## src/rtl/sstf_pkg.sv

```systemverilog
// sstf_pkg: shared types and constants of the shortest-seek-first scheduler
// no dependencies; used by the cell, the top level and the checker
package sstf_pkg;

   localparam int OWNER_W    = 4;
   localparam int TRACK_IN_W = 16;
   localparam int CFG_W      = 5;
   localparam int CSR_IDX_W  = 1;
   localparam int REQ_DATA_W = 24;
   localparam int RSP_DATA_W = 24;

   localparam logic OP_REQUEST = 1'b0;
   localparam logic OP_FINISH  = 1'b1;

   localparam logic [CSR_IDX_W-1:0] CSR_MAX_QUEUE = 1'b0;
   localparam logic [CSR_IDX_W-1:0] CSR_REQ_COUNT = 1'b1;

   localparam logic [CFG_W-1:0] MAX_QUEUE_RST = 5'd16;
   localparam logic [CFG_W-1:0] REQ_COUNT_RST = 5'd16;

   typedef enum logic [1:0] {
      ST_IDLE,
      ST_CHECK,
      ST_SCAN,
      ST_EMIT
   } state_type;

   // search token control travelling down the cell row
   typedef struct packed {
      logic valid;
      logic found;
   } scan_ctl_type;

endpackage

```

## src/rtl/sstf_disk_request_scheduler_unit.sv

```systemverilog
// sstf_disk_request_scheduler_unit: top level of the shortest-seek-first disk scheduler
// depends on sstf_pkg and sstf_cell
//
// req channel: one request per handshake; req_tuser is the opcode (request or
// requester finished), req_tdata carries requester id and track. rsp channel:
// one served request per handshake, rsp_tlast marks the final service caused
// by an input. csr channel writes the queue limit (index 0) and the starting
// requester count (index 1); it is always ready. The user must write it only
// while idle; the block itself does not enforce this. The queue is a row of
// QUEUE_DEPTH cells. A service sends a search token down the row, one cell per
// cycle, then removes the winner by shifting the younger cells one place toward
// the head of the row. An input that serves nothing goes from check back to idle;
// each service runs check, the token walk through the row ending in capture, and emit.
// An input is taken only when the previous one has finished all its services.
// A finished result waits in the output register; if rsp_tready stays low the
// next service stops at its emit step until the register frees.
// Reset clears the queue, the head track and the finished count and sets both
// registers to 16; no clearing pass is needed.
module sstf_disk_request_scheduler_unit #(
   parameter int QUEUE_DEPTH    = 16,
   parameter int MAX_REQUESTERS = 16,
   parameter int TRACK_BITS     = 16
) (
   input  logic                               clock,
   input  logic                               reset,
   input  logic                               req_tvalid,
   output logic                               req_tready,
   input  logic [sstf_pkg::REQ_DATA_W-1:0]    req_tdata,   // requester[3:0], track_number[19:4]
   input  logic                               req_tuser,   // opcode
   output logic                               rsp_tvalid,
   input  logic                               rsp_tready,
   output logic [sstf_pkg::RSP_DATA_W-1:0]    rsp_tdata,   // served_requester[3:0], served_track[19:4]
   output logic                               rsp_tlast,
   input  logic                               csr_valid,
   output logic                               csr_ready,
   input  logic [sstf_pkg::CSR_IDX_W-1:0]     csr_index,
   input  logic [sstf_pkg::CFG_W-1:0]         csr_data
);

   localparam int TW    = (TRACK_BITS < sstf_pkg::TRACK_IN_W) ? TRACK_BITS
                                                              : sstf_pkg::TRACK_IN_W;
   localparam int IDX_W = (QUEUE_DEPTH > 1) ? $clog2(QUEUE_DEPTH) : 1;
   localparam int CNT_W = $clog2(QUEUE_DEPTH + 1);
   localparam int OW    = sstf_pkg::OWNER_W;
   localparam int CW    = sstf_pkg::CFG_W;

   sstf_pkg::state_type state_ff, state_in;
   logic [CNT_W-1:0]    count_ff, count_in;
   logic [TW-1:0]       head_ff, head_in;
   logic [CW-1:0]       fin_ff, fin_in;
   logic [CW-1:0]       maxq_ff, reqcnt_ff;
   logic [IDX_W-1:0]    win_idx_ff, win_idx_in;
   logic [TW-1:0]       win_track_ff, win_track_in;
   logic [OW-1:0]       win_owner_ff, win_owner_in;
   logic                rsp_valid_ff, rsp_valid_in;
   logic [OW-1:0]       rsp_owner_ff, rsp_owner_in;
   logic [TW-1:0]       rsp_track_ff, rsp_track_in;
   logic                rsp_last_ff, rsp_last_in;

   logic [CNT_W-1:0]    limit;
   logic [CW-1:0]       req_eff;
   logic [CW-1:0]       live;
   logic                req_fire;
   logic                ins_en;
   logic                remove_en;
   logic                start;
   logic                out_free;
   logic [CNT_W-1:0]    count_dec;
   logic [TW-1:0]       in_track;
   logic [OW-1:0]       in_owner;

   sstf_pkg::scan_ctl_type ctl [QUEUE_DEPTH+1];
   logic [TW-1:0]          best_dist [QUEUE_DEPTH+1];
   logic [IDX_W-1:0]       idx  [QUEUE_DEPTH+1];
   logic [TW-1:0]          btrk [QUEUE_DEPTH+1];
   logic [OW-1:0]          bown [QUEUE_DEPTH+1];
   logic [TW-1:0]          e_track [QUEUE_DEPTH];
   logic [OW-1:0]          e_owner [QUEUE_DEPTH];

   function automatic logic serve_ok(input logic [CNT_W-1:0] cnt, input logic [CW-1:0] lv,
                                     input logic [CNT_W-1:0] lim);
      serve_ok = (cnt != '0) &&
                 ((lv == '0) || (int'(cnt) >= int'(lv)) || (int'(cnt) >= int'(lim)));
   endfunction

   assign in_owner = req_tdata[OW-1:0];
   assign in_track = TW'(req_tdata[OW +: sstf_pkg::TRACK_IN_W]);

   always_comb begin
      if (maxq_ff == '0) begin
         limit = CNT_W'(1);
      end else if (int'(maxq_ff) > QUEUE_DEPTH) begin
         limit = CNT_W'(QUEUE_DEPTH);
      end else begin
         limit = CNT_W'(maxq_ff);
      end
      req_eff = (int'(reqcnt_ff) > MAX_REQUESTERS) ? CW'(MAX_REQUESTERS) : reqcnt_ff;
      live    = (fin_ff < req_eff) ? (req_eff - fin_ff) : '0;
   end

   // configuration
   assign csr_ready = 1'b1;

   always_ff @(posedge clock) begin
      if (reset) begin
         maxq_ff   <= sstf_pkg::MAX_QUEUE_RST;
         reqcnt_ff <= sstf_pkg::REQ_COUNT_RST;
      end else if (csr_valid && csr_ready) begin
         unique case (csr_index)
            sstf_pkg::CSR_MAX_QUEUE: maxq_ff   <= csr_data;
            sstf_pkg::CSR_REQ_COUNT: reqcnt_ff <= csr_data;
            default: ;
         endcase
      end
   end

   // cell row
   assign ctl[0].valid = start;
   assign ctl[0].found = 1'b0;
   assign best_dist[0] = '0;
   assign idx[0]       = '0;
   assign btrk[0]      = '0;
   assign bown[0]      = '0;

   for (genvar i = 0; i < QUEUE_DEPTH; i++) begin : g_cell
      logic          occ, wr, sh;
      logic [TW-1:0] nt;
      logic [OW-1:0] no;

      assign occ = CNT_W'(i) < count_ff;
      assign wr  = ins_en && (CNT_W'(i) == count_ff);
      if (i < QUEUE_DEPTH - 1) begin : g_mid
         assign sh = remove_en && (IDX_W'(i) >= win_idx_ff);
         assign nt = e_track[i+1];
         assign no = e_owner[i+1];
      end else begin : g_end
         assign sh = 1'b0;
         assign nt = e_track[i];
         assign no = e_owner[i];
      end

      sstf_cell #(
         .TW         (TW),
         .IDX_W      (IDX_W),
         .CELL_INDEX (i)
      ) u_cell (
         .clock       (clock),
         .reset       (reset),
         .head        (head_ff),
         .occupied    (occ),
         .wr_en       (wr),
         .wr_track    (in_track),
         .wr_owner    (in_owner),
         .shift_en    (sh),
         .nxt_track   (nt),
         .nxt_owner   (no),
         .entry_track (e_track[i]),
         .entry_owner (e_owner[i]),
         .ctl_in      (ctl[i]),
         .dist_in     (best_dist[i]),
         .idx_in      (idx[i]),
         .track_in    (btrk[i]),
         .owner_in    (bown[i]),
         .ctl_out     (ctl[i+1]),
         .dist_out    (best_dist[i+1]),
         .idx_out     (idx[i+1]),
         .track_out   (btrk[i+1]),
         .owner_out   (bown[i+1])
      );
   end

   // sequencer
   always_ff @(posedge clock) begin
      if (reset) begin
         state_ff     <= sstf_pkg::ST_IDLE;
         count_ff     <= '0;
         head_ff      <= '0;
         fin_ff       <= '0;
         rsp_valid_ff <= 1'b0;
      end else begin
         state_ff     <= state_in;
         count_ff     <= count_in;
         head_ff      <= head_in;
         fin_ff       <= fin_in;
         rsp_valid_ff <= rsp_valid_in;
      end
   end

   always_ff @(posedge clock) begin
      win_idx_ff   <= win_idx_in;
      win_track_ff <= win_track_in;
      win_owner_ff <= win_owner_in;
      rsp_owner_ff <= rsp_owner_in;
      rsp_track_ff <= rsp_track_in;
      rsp_last_ff  <= rsp_last_in;
   end

   assign req_tready = (state_ff == sstf_pkg::ST_IDLE);
   assign req_fire   = req_tvalid && req_tready;
   assign out_free   = !rsp_valid_ff || rsp_tready;
   assign count_dec  = count_ff - CNT_W'(1);

   always_comb begin
      state_in     = state_ff;
      count_in     = count_ff;
      head_in      = head_ff;
      fin_in       = fin_ff;
      win_idx_in   = win_idx_ff;
      win_track_in = win_track_ff;
      win_owner_in = win_owner_ff;
      rsp_valid_in = rsp_valid_ff && !rsp_tready;
      rsp_owner_in = rsp_owner_ff;
      rsp_track_in = rsp_track_ff;
      rsp_last_in  = rsp_last_ff;
      ins_en       = 1'b0;
      remove_en    = 1'b0;
      start        = 1'b0;
      unique case (state_ff)
         sstf_pkg::ST_IDLE: begin
            if (req_fire) begin
               if (req_tuser == sstf_pkg::OP_REQUEST) begin
                  if (count_ff < limit) begin
                     ins_en   = 1'b1;
                     count_in = count_ff + CNT_W'(1);
                  end
               end else if (live != '0) begin
                  fin_in = fin_ff + CW'(1);
               end
               state_in = sstf_pkg::ST_CHECK;
            end
         end
         sstf_pkg::ST_CHECK: begin
            if (serve_ok(count_ff, live, limit)) begin
               start    = 1'b1;
               state_in = sstf_pkg::ST_SCAN;
            end else begin
               state_in = sstf_pkg::ST_IDLE;
            end
         end
         sstf_pkg::ST_SCAN: begin
            if (ctl[QUEUE_DEPTH].valid) begin
               win_idx_in   = idx[QUEUE_DEPTH];
               win_track_in = btrk[QUEUE_DEPTH];
               win_owner_in = bown[QUEUE_DEPTH];
               state_in     = sstf_pkg::ST_EMIT;
            end
         end
         sstf_pkg::ST_EMIT: begin
            if (out_free) begin
               remove_en    = 1'b1;
               count_in     = count_dec;
               head_in      = win_track_ff;
               rsp_valid_in = 1'b1;
               rsp_owner_in = win_owner_ff;
               rsp_track_in = win_track_ff;
               rsp_last_in  = !serve_ok(count_dec, live, limit);
               state_in     = sstf_pkg::ST_CHECK;
            end
         end
         default: state_in = sstf_pkg::ST_IDLE;
      endcase
   end

   assign rsp_tvalid = rsp_valid_ff;
   assign rsp_tlast  = rsp_last_ff;
   assign rsp_tdata  = {{(sstf_pkg::RSP_DATA_W - OW - sstf_pkg::TRACK_IN_W){1'b0}},
                        sstf_pkg::TRACK_IN_W'(rsp_track_ff), rsp_owner_ff};

endmodule

```

## src/rtl/sstf_cell.sv

```systemverilog
// sstf_cell: one queue slot of the scheduler and one stage of the nearest-track search
// depends on sstf_pkg
module sstf_cell #(
   parameter int TW         = 16,
   parameter int IDX_W      = 4,
   parameter int CELL_INDEX = 0
) (
   input  logic                       clock,
   input  logic                       reset,
   input  logic [TW-1:0]              head,
   input  logic                       occupied,
   input  logic                       wr_en,
   input  logic [TW-1:0]              wr_track,
   input  logic [sstf_pkg::OWNER_W-1:0] wr_owner,
   input  logic                       shift_en,
   input  logic [TW-1:0]              nxt_track,
   input  logic [sstf_pkg::OWNER_W-1:0] nxt_owner,
   output logic [TW-1:0]              entry_track,
   output logic [sstf_pkg::OWNER_W-1:0] entry_owner,
   input  sstf_pkg::scan_ctl_type     ctl_in,
   input  logic [TW-1:0]              dist_in,
   input  logic [IDX_W-1:0]           idx_in,
   input  logic [TW-1:0]              track_in,
   input  logic [sstf_pkg::OWNER_W-1:0] owner_in,
   output sstf_pkg::scan_ctl_type     ctl_out,
   output logic [TW-1:0]              dist_out,
   output logic [IDX_W-1:0]           idx_out,
   output logic [TW-1:0]              track_out,
   output logic [sstf_pkg::OWNER_W-1:0] owner_out
);

   logic [TW-1:0]                track_ff;
   logic [sstf_pkg::OWNER_W-1:0] owner_ff;
   sstf_pkg::scan_ctl_type       ctl_ff, ctl_in_w;
   logic [TW-1:0]                dist_ff, dist_in_w;
   logic [IDX_W-1:0]             idx_ff, idx_in_w;
   logic [TW-1:0]                btrack_ff, btrack_in;
   logic [sstf_pkg::OWNER_W-1:0] bowner_ff, bowner_in;
   logic [TW-1:0]                own_dist;
   logic                         take;

   always_ff @(posedge clock) begin
      if (wr_en) begin
         track_ff <= wr_track;
         owner_ff <= wr_owner;
      end else if (shift_en) begin
         track_ff <= nxt_track;
         owner_ff <= nxt_owner;
      end
   end

   // strict compare keeps the older entry on a tie
   always_comb begin
      own_dist = (track_ff >= head) ? (track_ff - head) : (head - track_ff);
      take     = occupied && (!ctl_in.found || (own_dist < dist_in));
      ctl_in_w.valid = ctl_in.valid;
      ctl_in_w.found = ctl_in.found || take;
      dist_in_w = take ? own_dist : dist_in;
      idx_in_w  = take ? IDX_W'(CELL_INDEX) : idx_in;
      btrack_in = take ? track_ff : track_in;
      bowner_in = take ? owner_ff : owner_in;
   end

   always_ff @(posedge clock) begin
      if (reset) begin
         ctl_ff <= '0;
      end else begin
         ctl_ff <= ctl_in_w;
      end
   end

   always_ff @(posedge clock) begin
      dist_ff   <= dist_in_w;
      idx_ff    <= idx_in_w;
      btrack_ff <= btrack_in;
      bowner_ff <= bowner_in;
   end

   assign entry_track = track_ff;
   assign entry_owner = owner_ff;
   assign ctl_out     = ctl_ff;
   assign dist_out    = dist_ff;
   assign idx_out     = idx_ff;
   assign track_out   = btrack_ff;
   assign owner_out   = bowner_ff;

endmodule

```

## config.mk

```make
export PLATFORM = sky130hd
export DESIGN_NAME = sstf_disk_request_scheduler_unit
export DESIGN_NICKNAME = d
export VERILOG_FILES = /design/src/rtl/sstf_pkg.sv /design/src/rtl/sstf_disk_request_scheduler_unit.sv /design/src/rtl/sstf_cell.sv
export SDC_FILE = /design/constraint.sdc
export NUM_CORES = 2
export LEC_CHECK = 0
export ABC_AREA = 1
export BUFFER_PORTS_ARGS = -buffer_cell sky130_fd_sc_hd__buf_4
export CAP_MARGIN = 5
export CORE_ASPECT_RATIO = 0.5
export CORE_UTILIZATION = 50
export CTS_CLUSTER_SIZE = 12
export DETAILED_ROUTE_END_ITERATION = 12
export PLACE_DENSITY_LB_ADDON = 0.05
export SLEW_MARGIN = 25
export SYNTH_ARGS = -nofsm -noshare
export SYNTH_HDL_FRONTEND = slang
export SYNTH_SLANG_ARGS = --single-unit
```

## constraint.sdc

```tcl
create_clock -name clock -period 4.95 [get_ports clock]
set_input_delay 0.2475 -clock clock [delete_from_list [all_inputs] [get_ports clock]]
set_output_delay 0.2475 -clock clock [all_outputs]
set_load 0.05 [all_outputs]
```

==> flow_summary_export.csv <==
group,metric,value,unit
timing,slew-limit-headroom,23.3,%
power,p_clk_share,28.1,%
final_layout,syn_to_final_growth,10.2,%
power,power.density,366,mW/mm^2
global_route,antenna_found_initial,11,
global_route,grt_pass1_vias,58578,
final_layout,fin_cells,11994,
synthesis,synthCells,9886,
clock_network,clk_pin_slew,0.07,ns
synthesis,synth_top_flop_cell,"dfxtp_1",
worst_setup_path,crit_arrival,5.51,ns
drt,drt-initial-drc-count,7140,
flow_run,max_cap_viol_count,0,
worst_setup_path,path_depth,21,
power,p_switching,10.2,mW
place,io_buffers,54,
worst_setup_path,reg2reg_from,"head_ff[10]",
drt,vias,65176,
worst_setup_path,reg2reg_depth,21,
timing,fmax,0.206,GHz
global_route,grt_max_degree,64,
timing,hold_viol,0,
clock_network,h-tree-depth,3,
drt,drc,0,
floorplan,dieArea,0.143,sq mm
clock_network,cts_buffers,104,
floorplan,die_w,534,um
global_route,grt-ovfl-total,0,
drt,routed_wl,263000,um
power,power_frac_seq,44.9,%
worst_setup_path,crit_buf_inv,6,
worst_setup_path,critPathMaxFanout,56,
final_layout,drive_gt1_share,6.27,%
worst_setup_path,crit_top_cell,"nand2_1",
floorplan,core-area,0.140,sq mm
worst_setup_path,required,5.61,ns
power,p_sw_share,35.6,%
synthesis,yosys_warnings,0,
clock_network,cts_tree,"built",
synthesis,syn_area,0.0708,sq mm
worst_setup_path,critical_path.slowest_cell,"dfxtp_4",
clock_network,cts_buffer_depth,3,
clock_network,clockRootBuffer,"clkbuf_16",
timing,tns,0,ns
drt,viasPerCell,5.43,
floorplan,initial_core_util,50.5,%
place,place_congestion,0.970,
synthesis,async_flop_share,0,%
worst_setup_path,cp-start-kind,"register",
drt,first_pass_iters,8,
timing,timing.final.crit_share,98.0,%
worst_setup_path,timing_worst_setup_path_type,"register to register",
synthesis,ys_seq_area_share,34.7,%
place,pre_cts_slack,0.152,ns
timing,worstMarginPinSlew,1.14,ns
floorplan,row_count,97,
floorplan,pin_count,64,
drt,avgRoutedWirePerCell,21.9,um
timing,finalMaxSlewViolations,0,
worst_setup_path,critPathTopFamily,"compound AO/OA/AOI/OAI gates",
timing,rsz0062_at_grt,"no",
timing,clock_skew,0.0482,ns
timing,finalSetupViolCount,0,
floorplan,die_y,268,um
final_layout,finalNetCount,10839,
timing,period_minus_slack,4.85,ns
global_route,grt_use_total,35.9,%
power,vdd_drop_max,366,uV
timing,layout_setup_ws,0.100,ns
min_path,worstHoldStart,"req_tuser",
synthesis,synth_edf_count,365,
worst_setup_path,cp-startpoint,"head_ff[10]",
final_layout,fin_util,55.6,%
global_route,grt_pass1_wl,380000,um
place,place_hpwl,206000,um
worst_setup_path,cp_slowest_stage_delay,0.51,ns
power,power,28.6,mW
power,comb_power_share,27.0,%
synthesis,ys_types,57,
power,internal-power,18.4,mW
worst_setup_path,crit_chain,"inv_2, buf_4, ha_1, a21oi_1, nand2_1, a21oi_1, nand3_2, inv_2, nand2_1, nand2_1, inv_1, ha_1, a21oi_1, o21ai_0, a21oi_1, nand2_1, nand2_1, nand2_2, buf_12, o21ai_0, buf_4",
drt,antenna_violating_nets_post_route,0,
worst_setup_path,worst_setup_path_end_kind,"register",
min_path,hp-class,"primary input to register",
synthesis,postSynthAreaPerCell,7.16,sq um
min_path,min_path_cells,5,
power,total_leakage_power,39.3,nW
clock_network,cts.sinks,1044,
place,dp_cells,11745,
status,status,"finished clean",
synthesis,ys_ff_latch,1044,
clock_network,postCtsSetupRepairBufs,0,
clock_network,clock_latency,0.75,ns
power groups by stage:
stage / clock, mW / combinational, mW / sequential [mW]
after CTS: 8.09 / 7.63 / 12.8
after detailed placement: 0 / 7.55 / 13.0
after global routing: 8.42 / 8.69 / 13.0
after global placement: 0 / 7.43 / 13.0
final: 8.04 / 7.72 / 12.8
after floorplan: 0 / 4.92 / 12.1
synth_stat cells (56+ instances only):
cell,instances,area [sq um]
o21ai_1,237,1190
buf_2,119,596
nand3_1,209,1050
nand4_1,56,350
nor2_1,568,2130
o211ai_1,62,465
o21ai_0,967,4840
inv_1,1460,5480
ha_1,757,9470
edfxtp_1,365,11000
dfxtp_1,679,13600
a21oi_1,658,3290
clkbuf_1,145,544
nand2_1,2850,10700
xor2_1,241,2110
final cells by class:
class | instances | area [sq um]
inverter | 1499 | 5630
tap | 1881 | 2350
timing repair buffer | 334 | 2990
clock buffer | 171 | 2940
sequential | 1044 | 24600
multi-input combinational | 7030 | 39200
fill | 13856 | 62200
antenna | 11 | 27.5
clock inverter | 24 | 372
cell families (layout without fill, tap and decap cells):
family,Yosys count,count (layout),synth area share (%)
and+or+nand+nor,3853,3853,21.7
AOI/OAI and AO/OA,2098,2098,15.7
buffers and inverters,1815,2028,10.1
DFF,1044,1044,34.7
adders and majority gates,790,790,14.3
xor gates and xnor gates,282,282,3.49
other,2,16,0.0106
muxes,2,2,0.0283
metal layers:
layer | wire [um] | part of all wire, % | global-route usage [%] | up-vias
met5 | 13 | 0.0050 | 0 | -
met4 | 8810 | 3.4 | 11.2 | 2
met3 | 25800 | 9.8 | 7.63 | 334
met2 | 108000 | 41 | 53.3 | 2672
met1 | 120000 | 46 | 51.7 | 30255
li1 | - | - | - | 31913
sequential cells by signal, summed over array words and instances (netlist names):
name and cells:
count_ff 5, fin_ff 5, g_cell.u_cell.ctl_out 31, g_cell.u_cell.dist_out 240, g_cell.u_cell.entry_owner 64, g_cell.u_cell.entry_track 256
g_cell.u_cell.idx_out 49, g_cell.u_cell.owner_out 64, g_cell.u_cell.track_out 256, head_ff 16, maxq_ff 5, reqcnt_ff 5
rsp_owner_ff 4, rsp_tlast 1, rsp_track_ff 16, rsp_tvalid 1, state_ff 2, win_idx_ff 4
win_owner_ff 4, win_track_ff 16
worst paths after layout:
check                                       to  slack (ns)
setup / recovery  g_cell[9].u_cell.dist_out[9]        0.10
hold / removal                       fin_ff[1]        0.09
setup reg to reg  g_cell[9].u_cell.dist_out[9]        0.10
hold reg to reg   g_cell[11].u_cell.idx_out[1]        0.40
worst register-to-register path: stages (launching register included):
cell and delay (ns):
dfxtp_4 0.51, inv_2 0.28, buf_4 0.33, ha_1 0.28
a21oi_1 0.27, nand2_1 0.11, a21oi_1 0.22, nand3_2 0.23
inv_2 0.25, nand2_1 0.08, nand2_1 0.11, inv_1 0.05
ha_1 0.30, a21oi_1 0.13, o21ai_0 0.10, a21oi_1 0.12
nand2_1 0.22, nand2_1 0.15, nand2_2 0.07, buf_12 0.18
o21ai_0 0.56, buf_4 0.20
placed cells by master (no fill, tap or decap), types with 16 or more instances in the layout:
| master | netlist | routed |
|---|---|---|
| nand4_1 | 56 | 56 |
| nand3_1 | 209 | 209 |
| dlygate4sd3_1 | 0 | 42 |
| or2_2 | 39 | 39 |
| a21oi_2 | 17 | 17 |
| dfxtp_1 | 679 | 664 |
| ha_1 | 757 | 757 |
| edfxtp_1 | 365 | 365 |
| o21bai_1 | 40 | 40 |
| a21oi_1 | 658 | 658 |
| nor3_1 | 53 | 53 |
| o21ai_1 | 237 | 240 |
| inv_1 | 1460 | 1440 |
| o21a_1 | 39 | 39 |
| clkbuf_1 | 145 | 60 |
| o21ai_0 | 967 | 962 |
| xor2_1 | 241 | 241 |
| nor2_1 | 568 | 568 |
| a21boi_1 | 16 | 16 |
| buf_12 | 0 | 30 |
| nand2_1 | 2850 | 2838 |
| buf_4 | 34 | 261 |
| o211ai_1 | 62 | 62 |
| inv_2 | 38 | 54 |
| clkbuf_16 | 0 | 105 |
| nand2_2 | 12 | 24 |
| xnor2_1 | 41 | 41 |
| fa_1 | 33 | 33 |
| a21o_1 | 33 | 33 |
metrics by stage:
step	cell area, sq um	hold WS (ns)
6_report	78100	0.0861
5_1_grt	78000	0.135
4_1_cts	78000	0.0528
3_5_place_dp	74300	0.389
3_3_place_gp	74300	0.386
2_1_floorplan	70800	0.346
repair_timing:
| action | 4_1_cts | 5_1_grt |
|---|---|---|
| resized for setup | 0 | 6 |
| hold endpoints to repair | 58 | 0 |
| endpoints found under the setup margin | 0 | 47 |
| hold buffers | 42 | 0 |
(Power assumes the default switching activity.)
